### config.mk
export PLATFORM = sky130hd
export DESIGN_NAME = preemptive_priority_scheduler
export DESIGN_NICKNAME = d
export VERILOG_FILES = /design/src/psched_pkg.sv /design/src/preemptive_priority_scheduler.sv
export VERILOG_INCLUDE_DIRS = /design/src /design/src/src
export SDC_FILE = /design/constraint.sdc
export NUM_CORES = 1
export LEC_CHECK = 0
export BUFFER_PORTS_ARGS = -buffer_cell sky130_fd_sc_hd__clkbuf_2
export CORE_AREA = 2 2 346 279
export DETAILED_ROUTE_END_ITERATION = 10
export DIE_AREA = 0 0 348 281
export GPL_TIMING_DRIVEN = 1
export HOLD_SLACK_MARGIN = 0.15
export PLACE_DENSITY = 0.57
export SKIP_CTS_REPAIR_TIMING = 1
export SYNTH_ARGS = -nofsm -noshare
export SYNTH_HDL_FRONTEND = slang
export SYNTH_SLANG_ARGS = --single-unit
### constraint.sdc
create_clock -name clk -period 4.7 [get_ports clk]
set_input_delay 0.94 -clock clk [delete_from_list [all_inputs] [get_ports clk]]
set_output_delay 0.94 -clock clk [all_outputs]
set_load 0.02 [all_outputs]
### src/assert_macros.svh
// ----------------------------------------------------------------------------
// assert_macros.svh
// Concurrent assertion shorthands: synchronous reset disables every check.
// ----------------------------------------------------------------------------
`ifndef ASSERT_MACROS_SVH
`define ASSERT_MACROS_SVH

// Expression must hold at every clock edge outside reset.
`define ASSERT_ALWAYS(lbl, clk_s, rst_s, expr) \
  lbl: assert property (@(posedge clk_s) disable iff (rst_s) (expr)) \
    else $error("assertion failed: lbl");

// Antecedent implies consequent at the same edge.
`define ASSERT_IMPLIES(lbl, clk_s, rst_s, ante, cons) \
  lbl: assert property (@(posedge clk_s) disable iff (rst_s) (ante) |-> (cons)) \
    else $error("assertion failed: lbl");

`endif

### src/psched_pkg.sv
// ----------------------------------------------------------------------------
// psched_pkg
// Sizes, status codes and table entry type for the priority scheduler.
// ----------------------------------------------------------------------------
package psched_pkg;

  localparam int MAX_TASKS = 16;
  localparam int SLOT_W    = $clog2(MAX_TASKS);
  localparam int COUNT_W   = $clog2(MAX_TASKS + 1);

  localparam int ID_W   = 8;
  localparam int TIME_W = 16;
  localparam int PRI_W  = 8;
  localparam int STAT_W = 2;

  localparam logic [TIME_W-1:0] TIME_MAX = {TIME_W{1'b1}};

  localparam logic CMD_LOAD = 1'b0;
  localparam logic CMD_TICK = 1'b1;

  localparam logic [STAT_W-1:0] STAT_LOAD_OK   = 2'd0;
  localparam logic [STAT_W-1:0] STAT_LOAD_FULL = 2'd1;
  localparam logic [STAT_W-1:0] STAT_RAN       = 2'd2;
  localparam logic [STAT_W-1:0] STAT_IDLE      = 2'd3;

  typedef struct packed {
    logic [ID_W-1:0]   id;
    logic [TIME_W-1:0] arrival;
    logic [PRI_W-1:0]  priority_lvl;
    logic [TIME_W-1:0] remaining;
  } task_entry_t;

  typedef enum logic [3:0] {
    ST_IDLE = 4'b0001,
    ST_SCAN = 4'b0010,
    ST_RUN  = 4'b0100,
    ST_RESP = 4'b1000
  } state_t;

endpackage

### src/preemptive_priority_scheduler.sv
// ----------------------------------------------------------------------------
// preemptive_priority_scheduler
// Task table with a per-tick priority scan; one comparator walks the loaded slots.
// ----------------------------------------------------------------------------
// channel | handshake          | payload
// in      | in_valid/in_stall  | command task_id ready_time priority_req
//         |                    | burst_length
// out     | out_valid/out_stall| status running_id finished finish_time
//         |                    | all_done time_overflow
//
// Load request: accepted in idle, result registered from the response state.
// Tick request: scan, run and response states; the loaded slots of the table memory
// are read one slot per cycle through a single compare unit, then the winner is
// written back. One request in flight; in_stall is high until the sequencer
// returns to idle, including any cycles the result waits on out_stall.
// Reset clears slot count, time and overflow flag; the table needs no clear.
// ----------------------------------------------------------------------------
`include "assert_macros.svh"

module preemptive_priority_scheduler
  import psched_pkg::*;
(
  input  logic              clk,
  input  logic              rst,
  input  logic              in_valid,
  output logic              in_stall,
  input  logic              command,
  input  logic [ID_W-1:0]   task_id,
  input  logic [TIME_W-1:0] ready_time,
  input  logic [PRI_W-1:0]  priority_req,
  input  logic [TIME_W-1:0] burst_length,
  output logic              out_valid,
  input  logic              out_stall,
  output logic [STAT_W-1:0] status,
  output logic [ID_W-1:0]   running_id,
  output logic              finished,
  output logic [TIME_W-1:0] finish_time,
  output logic              all_done,
  output logic              time_overflow
);

  state_t state;

  task_entry_t table_mem [MAX_TASKS];
  task_entry_t rd_data;
  logic [SLOT_W-1:0] rd_addr;
  logic              mem_we;
  logic [SLOT_W-1:0] mem_waddr;
  task_entry_t       mem_wdata;

  logic [COUNT_W-1:0] loaded_count;
  logic [COUNT_W-1:0] active_count;
  logic [TIME_W-1:0]  now_tick;
  logic               sat_flag;

  logic [COUNT_W-1:0] scan_idx;
  logic               rd_valid;
  logic [SLOT_W-1:0]  rd_idx;

  logic              found;
  task_entry_t       best;
  logic [SLOT_W-1:0] best_idx;

  logic [STAT_W-1:0] res_status;
  logic [ID_W-1:0]   res_id;
  logic              res_fin;
  logic [TIME_W-1:0] res_time;

  logic in_accept;
  logic eligible;
  logic better;
  logic scan_issue;
  logic table_full;

  assign in_stall   = (state != ST_IDLE);
  assign in_accept  = in_valid && !in_stall;
  assign table_full = (loaded_count >= COUNT_W'(MAX_TASKS));
  assign scan_issue = (state == ST_SCAN) && (scan_idx < loaded_count);
  assign rd_addr    = scan_idx[SLOT_W-1:0];

  assign eligible = (rd_data.remaining != '0) && (rd_data.arrival <= now_tick);
  assign better   = !found
                 || (rd_data.priority_lvl < best.priority_lvl)
                 || ((rd_data.priority_lvl == best.priority_lvl)
                     && (rd_data.arrival < best.arrival));

  always_comb begin
    mem_we    = 1'b0;
    mem_waddr = loaded_count[SLOT_W-1:0];
    mem_wdata = '{id: task_id, arrival: ready_time, priority_lvl: priority_req,
                  remaining: burst_length};
    if (in_accept && (command == CMD_LOAD) && (burst_length != '0) && !table_full) begin
      mem_we = 1'b1;
    end else if ((state == ST_RUN) && found) begin
      mem_we              = 1'b1;
      mem_waddr           = best_idx;
      mem_wdata           = best;
      mem_wdata.remaining = best.remaining - TIME_W'(1);
    end
  end

  always_ff @(posedge clk) begin
    if (mem_we) begin
      table_mem[mem_waddr] <= mem_wdata;
    end
    rd_data <= table_mem[rd_addr];
  end

  always_ff @(posedge clk) begin
    if (rst) begin
      state        <= ST_IDLE;
      loaded_count <= '0;
      active_count <= '0;
      now_tick     <= '0;
      sat_flag     <= 1'b0;
      scan_idx     <= '0;
      rd_valid     <= 1'b0;
      found        <= 1'b0;
      out_valid    <= 1'b0;
    end else begin
      if (out_valid && !out_stall && (state != ST_RESP)) begin
        out_valid <= 1'b0;
      end
      case (state)
        ST_IDLE: begin
          if (in_accept) begin
            res_id   <= '0;
            res_fin  <= 1'b0;
            res_time <= '0;
            if (command == CMD_TICK) begin
              scan_idx <= '0;
              found    <= 1'b0;
              state    <= ST_SCAN;
            end else begin
              if ((burst_length != '0) && table_full) begin
                res_status <= STAT_LOAD_FULL;
              end else begin
                res_status <= STAT_LOAD_OK;
              end
              if ((burst_length != '0) && !table_full) begin
                loaded_count <= loaded_count + COUNT_W'(1);
                active_count <= active_count + COUNT_W'(1);
              end
              state <= ST_RESP;
            end
          end
        end
        ST_SCAN: begin
          rd_valid <= scan_issue;
          rd_idx   <= scan_idx[SLOT_W-1:0];
          if (scan_issue) begin
            scan_idx <= scan_idx + COUNT_W'(1);
          end
          if (rd_valid && eligible && better) begin
            found    <= 1'b1;
            best     <= rd_data;
            best_idx <= rd_idx;
          end
          if (!scan_issue && !rd_valid) begin
            state <= ST_RUN;
          end
        end
        ST_RUN: begin
          if (found) begin
            res_status <= STAT_RAN;
            res_id     <= best.id;
            res_fin    <= (best.remaining == TIME_W'(1));
            if (best.remaining == TIME_W'(1)) begin
              active_count <= active_count - COUNT_W'(1);
            end
          end else begin
            res_status <= STAT_IDLE;
          end
          if (now_tick == TIME_MAX) begin
            sat_flag <= 1'b1;
            res_time <= now_tick;
          end else begin
            now_tick <= now_tick + TIME_W'(1);
            res_time <= now_tick + TIME_W'(1);
          end
          state <= ST_RESP;
        end
        ST_RESP: begin
          if (!out_valid || !out_stall) begin
            out_valid     <= 1'b1;
            status        <= res_status;
            running_id    <= res_id;
            finished      <= res_fin;
            finish_time   <= res_time;
            all_done      <= (active_count == '0);
            time_overflow <= sat_flag;
            state         <= ST_IDLE;
          end
        end
        default: begin
          state <= ST_IDLE;
        end
      endcase
    end
  end

  `ASSERT_ALWAYS(a_count_bound, clk, rst, loaded_count <= COUNT_W'(MAX_TASKS))
  `ASSERT_ALWAYS(a_active_le_loaded, clk, rst, active_count <= loaded_count)
  `ASSERT_IMPLIES(a_sat_at_max, clk, rst, sat_flag, now_tick == TIME_MAX)
  `ASSERT_ALWAYS(a_state_onehot, clk, rst, $onehot(state))

endmodule
-- Yosys cells after proc, flatten, opt, wreduce, memory -nomap -nowiden
Memories as Yosys holds them, arrays and structs flattened. A register that Yosys moved wholly into a read port is not among the register bits.
Index checks and enable logic that the tools add are counted.
- add/subtract/negate cells: 6
- $lt $le $gt $ge: 5
- eq/ne operators: 19
- muxes and demuxes: 44
- bitwise gates (word level): 2
- reductions and logical operators: 42
- operator list (kind ; count):
    2-to-1 mux 48 bit ; 2
    2-to-1 mux 5 bit ; 8
    2-to-1 mux 16 bit ; 2
    one-hot mux 16 bit (2 select lines) ; 1
    nonzero test 16 bit ; 2
    2-to-1 mux 4 bit ; 6
    one-hot mux 5 bit (2 select lines) ; 2
    AND reduction 4 bit ; 5
    adder 16 x 1 -> 16 bit (second input constant) ; 1
    == test 16 x 1 -> 1 bit (second input constant) ; 1
    == test 16 bit (second input constant) ; 1
    <= comparator 16 bit ; 1
    less-than comparator 16 bit ; 1
    2-to-1 mux 8 bit ; 2
    one-hot mux 4 bit (4 select lines) ; 1
    one-hot mux 8 bit (2 select lines) ; 1
    subtractor 16 x 1 -> 16 bit (second input constant) ; 1
    adder 5 x 1 -> 5 bit (second input constant) ; 3
    logical AND 1 bit ; 15
    2-to-1 mux 1 bit ; 14
    inequality test 2 bit (second input constant) ; 7
    AND reduction 3 bit ; 4
    == test 8 bit ; 1
    less-than comparator 8 bit ; 1
    other kinds (20) ; 35
- register bits after elaboration: 151
- memory bits (writable): 768
- input bits: 53
- output and inout port bits: 31
- memories kept: 1
- memories (memory ; depth ; width ; rd ports ; clocked after Yosys merged registers in ; write ports ; line ; RTL):
    table_mem ; 16 ; 48 ; 1 ; 1 ; 1 ; preemptive_priority_scheduler.sv:44 ; task_entry_t table_mem [MAX_TASKS];

-- Depth between registers and ports, before layout
- word-level depth: 9
- mapped depth: 11

-- Worst setup path before layout
Ideal clock, no wire load.
- kind: flip-flop to flip-flop
- start: register now_tick[6]
- end: register best[0] (netlist bit), enable pin
- arrival: 4.264 ns
- data required time: 4.221 ns
- setup slack: -0.043 ns
- stages on the path, launching flop included: 10
- path buffers: 1
- cell sequence: dfxtp_1 -> clkbuf_1 -> inv_1 -> ha_1 -> and3_1 -> a221oi_1 -> a21oi_1 -> o31ai_1 -> nand4_1 -> a21oi_1
- word-level cells in the longest chain between the ends: 5
- ends and longest elaborated chain (item ; line ; RTL):
    start: declaration ; preemptive_priority_scheduler.sv:53 ; logic [TIME_W-1:0] now_tick;
    start signal: assignment ; preemptive_priority_scheduler.sv:178 ; now_tick <= now_tick + TIME_W'(1);
    <= comparator 16 bit ; preemptive_priority_scheduler.sv:81 ; assign eligible = (rd_data.remaining != '0) && (rd_data.arrival <= now_tick);
    logical AND 1 bit ; preemptive_priority_scheduler.sv:81 ;
    logical AND 1 bit (2 in a row) ; preemptive_priority_scheduler.sv:154 ; if (rd_valid && eligible && better) begin
    AND reduction 3 bit (no source line) ; -- ;
    end signal: assignment ; preemptive_priority_scheduler.sv:156 ; best <= rd_data;
    end: declaration ; preemptive_priority_scheduler.sv:61 ; task_entry_t best;
No other way between the ends.
A chain may end at the register's enable or synchronous reset.

-- Worst setup path after layout
- start: register state[3]
- end: memory table_mem[12][19] (netlist bit), enable pin
- word-level cells in the longest chain between the ends: 9
- ends and longest elaborated chain (item ; line ; RTL):
    start: declaration ; preemptive_priority_scheduler.sv:42 ; state_t state;
    start signal: assignment ; preemptive_priority_scheduler.sv:111 ; state <= ST_IDLE;
    start signal: assignment ; preemptive_priority_scheduler.sv:133 ; state <= ST_SCAN;
    start signal: assignment ; preemptive_priority_scheduler.sv:144 ; state <= ST_RESP;
    inequality test 4 x 1 -> 1 bit ; preemptive_priority_scheduler.sv:75 ; assign in_stall = (state != ST_IDLE);
    logical NOT 1 bit ; preemptive_priority_scheduler.sv:76 ; assign in_accept = in_valid && !in_stall;
    logical AND 1 bit ; preemptive_priority_scheduler.sv:76 ;
    logical AND 1 bit (3 in a row) ; preemptive_priority_scheduler.sv:92 ; if (in_accept && (command == CMD_LOAD) && (burst_length != '0) && !table_full) begin
    2-to-1 mux 1 bit ; preemptive_priority_scheduler.sv:92 ;
    2-to-1 mux 1 bit ; preemptive_priority_scheduler.sv:103 ; if (mem_we) begin
    2-to-1 mux 1 bit (implied by the code) ; preemptive_priority_scheduler.sv:104 ; table_mem[mem_waddr] <= mem_wdata;
    end: declaration ; preemptive_priority_scheduler.sv:44 ;
Several ways; a longest one is shown, not always the timed one.

==> metrics.md <==
| Metric | Value |
|---|---|
| Status | completed |
| Die height | 281 um |
| Layout cells sized above 1 | 0.276 |
| Number of remaining DRC errors | 0 |
| Row cnt | 101 |
| Asr flop ratio synth | 0 |
| Clock share of power | 0.437 |
| Final wirelength | 85,400 um |
| Met3 wire len | between 5000 and 6000 um |
| Placer Congestion | 0.808 |
| Syn nets | 1,964 |
| Routed via count | 18.2k |
| Io pins | 84 |
| Final ANT Viol Nets | 0 |
| PortBufs | 83 |
| VDD IR max | 0.299 mV |
| H-Tree Depth | 3 |
| Leakage power | approximately 14 nW |
| Area delta synth->final | 15.2% |
| Data required, critical path | roughly 5 ns |
| Slew HR | 0.241 |
| Clock sink total | 967 |
| Avg Cell Area, Syn | 20.1 um2 |
| Sequential area share after synthesis | 0.752 |
| Worst min path class | register to register |
| Count of final setup violators | 0 |
| Period utilisation layout | 0.791 |
| CTS tree | built |
| Clock insertion delay at the later pin of the skew report | 0.67 ns |
| WS Path Type | register to register |
| Ys Warns | 0 |
| Logic gate share of total power | 0.027 |
| Die area | 97,800 um2 |
| Worst-path fanout max | 30 |
| PwrDens | 412 nW/um2 |
| Slew Viols, Final | 0 |
| Initial antenna violation count | 1 |
| Die width | 348 um |
| WP data arrival | between 4 and 5 ns |
| Yosys cell types | between 60 and 70 |
| First-pass GRT wire length | 127,000 um |
| Dpl hpwl | 49,400 um |
| Fillcell total | 7,898 |
| P_int | 0.0142 W |
| Diodes inserted | 0 |
| Worst Tran Pin Value | around 1.1 ns |
| Post-synth EDFFs | between 800 and 900 |
| Grt ovf | 0 |
| Clock Skew | roughly 0.029 ns |
| Maxcap violations | 0 |
| Avg Vias per Cell | approximately 5.4 |
| Worst-path clk slew | 0.06 ns |
| Core Footprint | 94,400 um2 |
| Nets | 2,138 |
| Startpoint types | register |
| 1st-pass router iterations | 5 |
| Total net switching power | 0.00358 W |
| Part of the power in registers | 0.537 |
| #FFs+latches synth | 967 |
| Pin count of the biggest net entering global routing | 59 |
| Mapped Area | 37,400 um2 |
| Setup repair after global routing missed its margin | no |
| CTS Buf Count | slightly above 90 |
| Setup TNS Final | 0 ns |
| Clk root buf | clkbuf_16 |
| CTS max path bufs | 3 |
| Ys flop type | edfxtp_1 |
| Initial Util | 0.397 |
| Sw frac | 0.202 |
| Iter 0 DRT Violations | 1,714 |
| Met1 Routed Length | just over 40,000 um |
| Area of the multi-input gates | 8860 um2 |
| CP Capture Type | register |
| Total chip power | 0.0178 W |
| Cells after Synth | 1,858 |
| Routed wl met2 | 37,800 um |
| Register area | 28,200 um2 |
| Crit path time final | approximately 3.7 ns |
| Vias in the first global route | 18.7k |
| GRT Total Usage | 0.177 |
| Hold Vio Cnt, Final | 0 |
| Top sig layer | met4 |
| Peak clock frequency supported by timing | 269 MHz |
| Drt wl/cell | 25.5 um |
[cells by family (layout without fill, tap and decap cells)]
family | Yosys count | after routing | synth area share
buffers and inverters | 136 | 390 | 0.0148
DFF | 967 | 967 | 0.752
xor gates and xnor gates | 38 | 38 | 0.00889
muxes | 244 | 244 | 0.145
adders and majority gates | 53 | 53 | 0.0179
and+or+nand+nor | 279 | 279 | 0.0373
AOI/OAI and AO/OA | 141 | 141 | 0.0233
[per-stage QoR]
stage	setup WS, ns	cell area (um2)	utilization	hold slack [ns]	std cells
2_1_floorplan	0.161	37400	-	0.386	1858
3_5_place_dp	0.554	39900	0.423	0.389	3173
4_1_cts	0.913	43100	0.457	0.404	3348
6_report	0.982	43100	0.457	0.403	3348
5_1_grt	0.767	43100	0.457	0.413	3348
3_3_place_gp	0.622	39900	0.423	0.386	3173
[routing by layer]
metal	vias up	track usage
li1	7901	-
met4	0	0.0427
met5	-	0
met3	110	0.0378
met2	466	0.264
met1	9755	0.267
[sequential cells by signal (all words and copies together) (netlist names), 4 cells and up]
name and flops:
state 4, table_mem 768, scan_idx 5, active_count 5
best_idx 4, res_time 16, rd_idx 4, best 48
rd_data 48, now_tick 16, running_id 8, finish_time 16
res_id 8, loaded_count 5
[cells in the final DEF, fill, tap and decap left out, types with 4 or more instances in the layout]
cell	instances
clkbuf_8	9
nand2b_1	4
and3_1	11
mux2i_1	4
a21o_1	4
a311oi_1	6
clkbuf_2	83
nor2_4	16
nor3_1	17
nor4_1	10
xnor2_1	36
a21oi_1	29
edfxtp_1	880
nand4_1	9
a211oi_1	9
bufinv_16	11
dfxtp_1	83
nand3_1	20
nor2_1	58
clkinv_2	12
mux4_2	240
buf_4	68
inv_1	52
o21ai_0	52
a31oi_1	13
and2_1	11
clkbuf_1	25
clkinv_1	12
nand2_1	87
buf_12	11
or3_1	6
clkbuf_16	96
ha_1	52
[synthesized netlist by cell type, types with 14 or more instances]
cell,number,share of area
nand3_1,20,0.0027
a31oi_1,14,0.0023
nor3_1,17,0.0023
o21ai_0,53,0.0071
inv_1,52,0.0052
xnor2_1,36,0.0084
dfxtp_1,87,0.047
ha_1,52,0.017
buf_2,18,0.0024
clkbuf_1,53,0.0053
a21oi_1,30,0.0040
nor2_1,74,0.0074
edfxtp_1,880,0.71
mux4_2,240,0.14
nand2_1,87,0.0087
[worst max-delay path, cell delays in order (launching register included)]
cell and delay [ns]:
dfxtp_1 0.38, or4b_1 0.59, inv_2 0.19, and2_2 0.39, a31oi_1 0.41, nor2_4 0.74, buf_4 0.61
[path summary, 6_finish.rpt]
check	depth (start not counted)	endpoint	start	slack (ns)
hold / removal	0	best[43]	rd_data[43]	0.40
hold reg to reg	0	best[43]	rd_data[43]	0.40
setup / recovery	6	table_mem[12][19]	state[3]	0.98
setup reg to reg	6	table_mem[12][19]	state[3]	0.98
[power groups by stage]
stage	clock, W	combinational (W)	sequential [W]
floorplan	0	0.000266	0.00970
global placement	0	0.000462	0.00971
detailed placement	0	0.000477	0.00971
CTS	0.00791	0.000479	0.00953
global route	0.00824	0.000521	0.00953
finish	0.00775	0.000473	0.00953
[layout make-up]
cell class / instances / area share
Clock buffer: 130 / 0.0607
Timing Repair Buffer: 162 / 0.0266
Multi-Input combinational cell: 755 / 0.205
Inverter: 53 / 0.00461
Clock inverter: 45 / 0.0134
Tap cell: 1236 / 0.0359
Sequential cell: 967 / 0.653
Power figures use the tool's default switching activity.
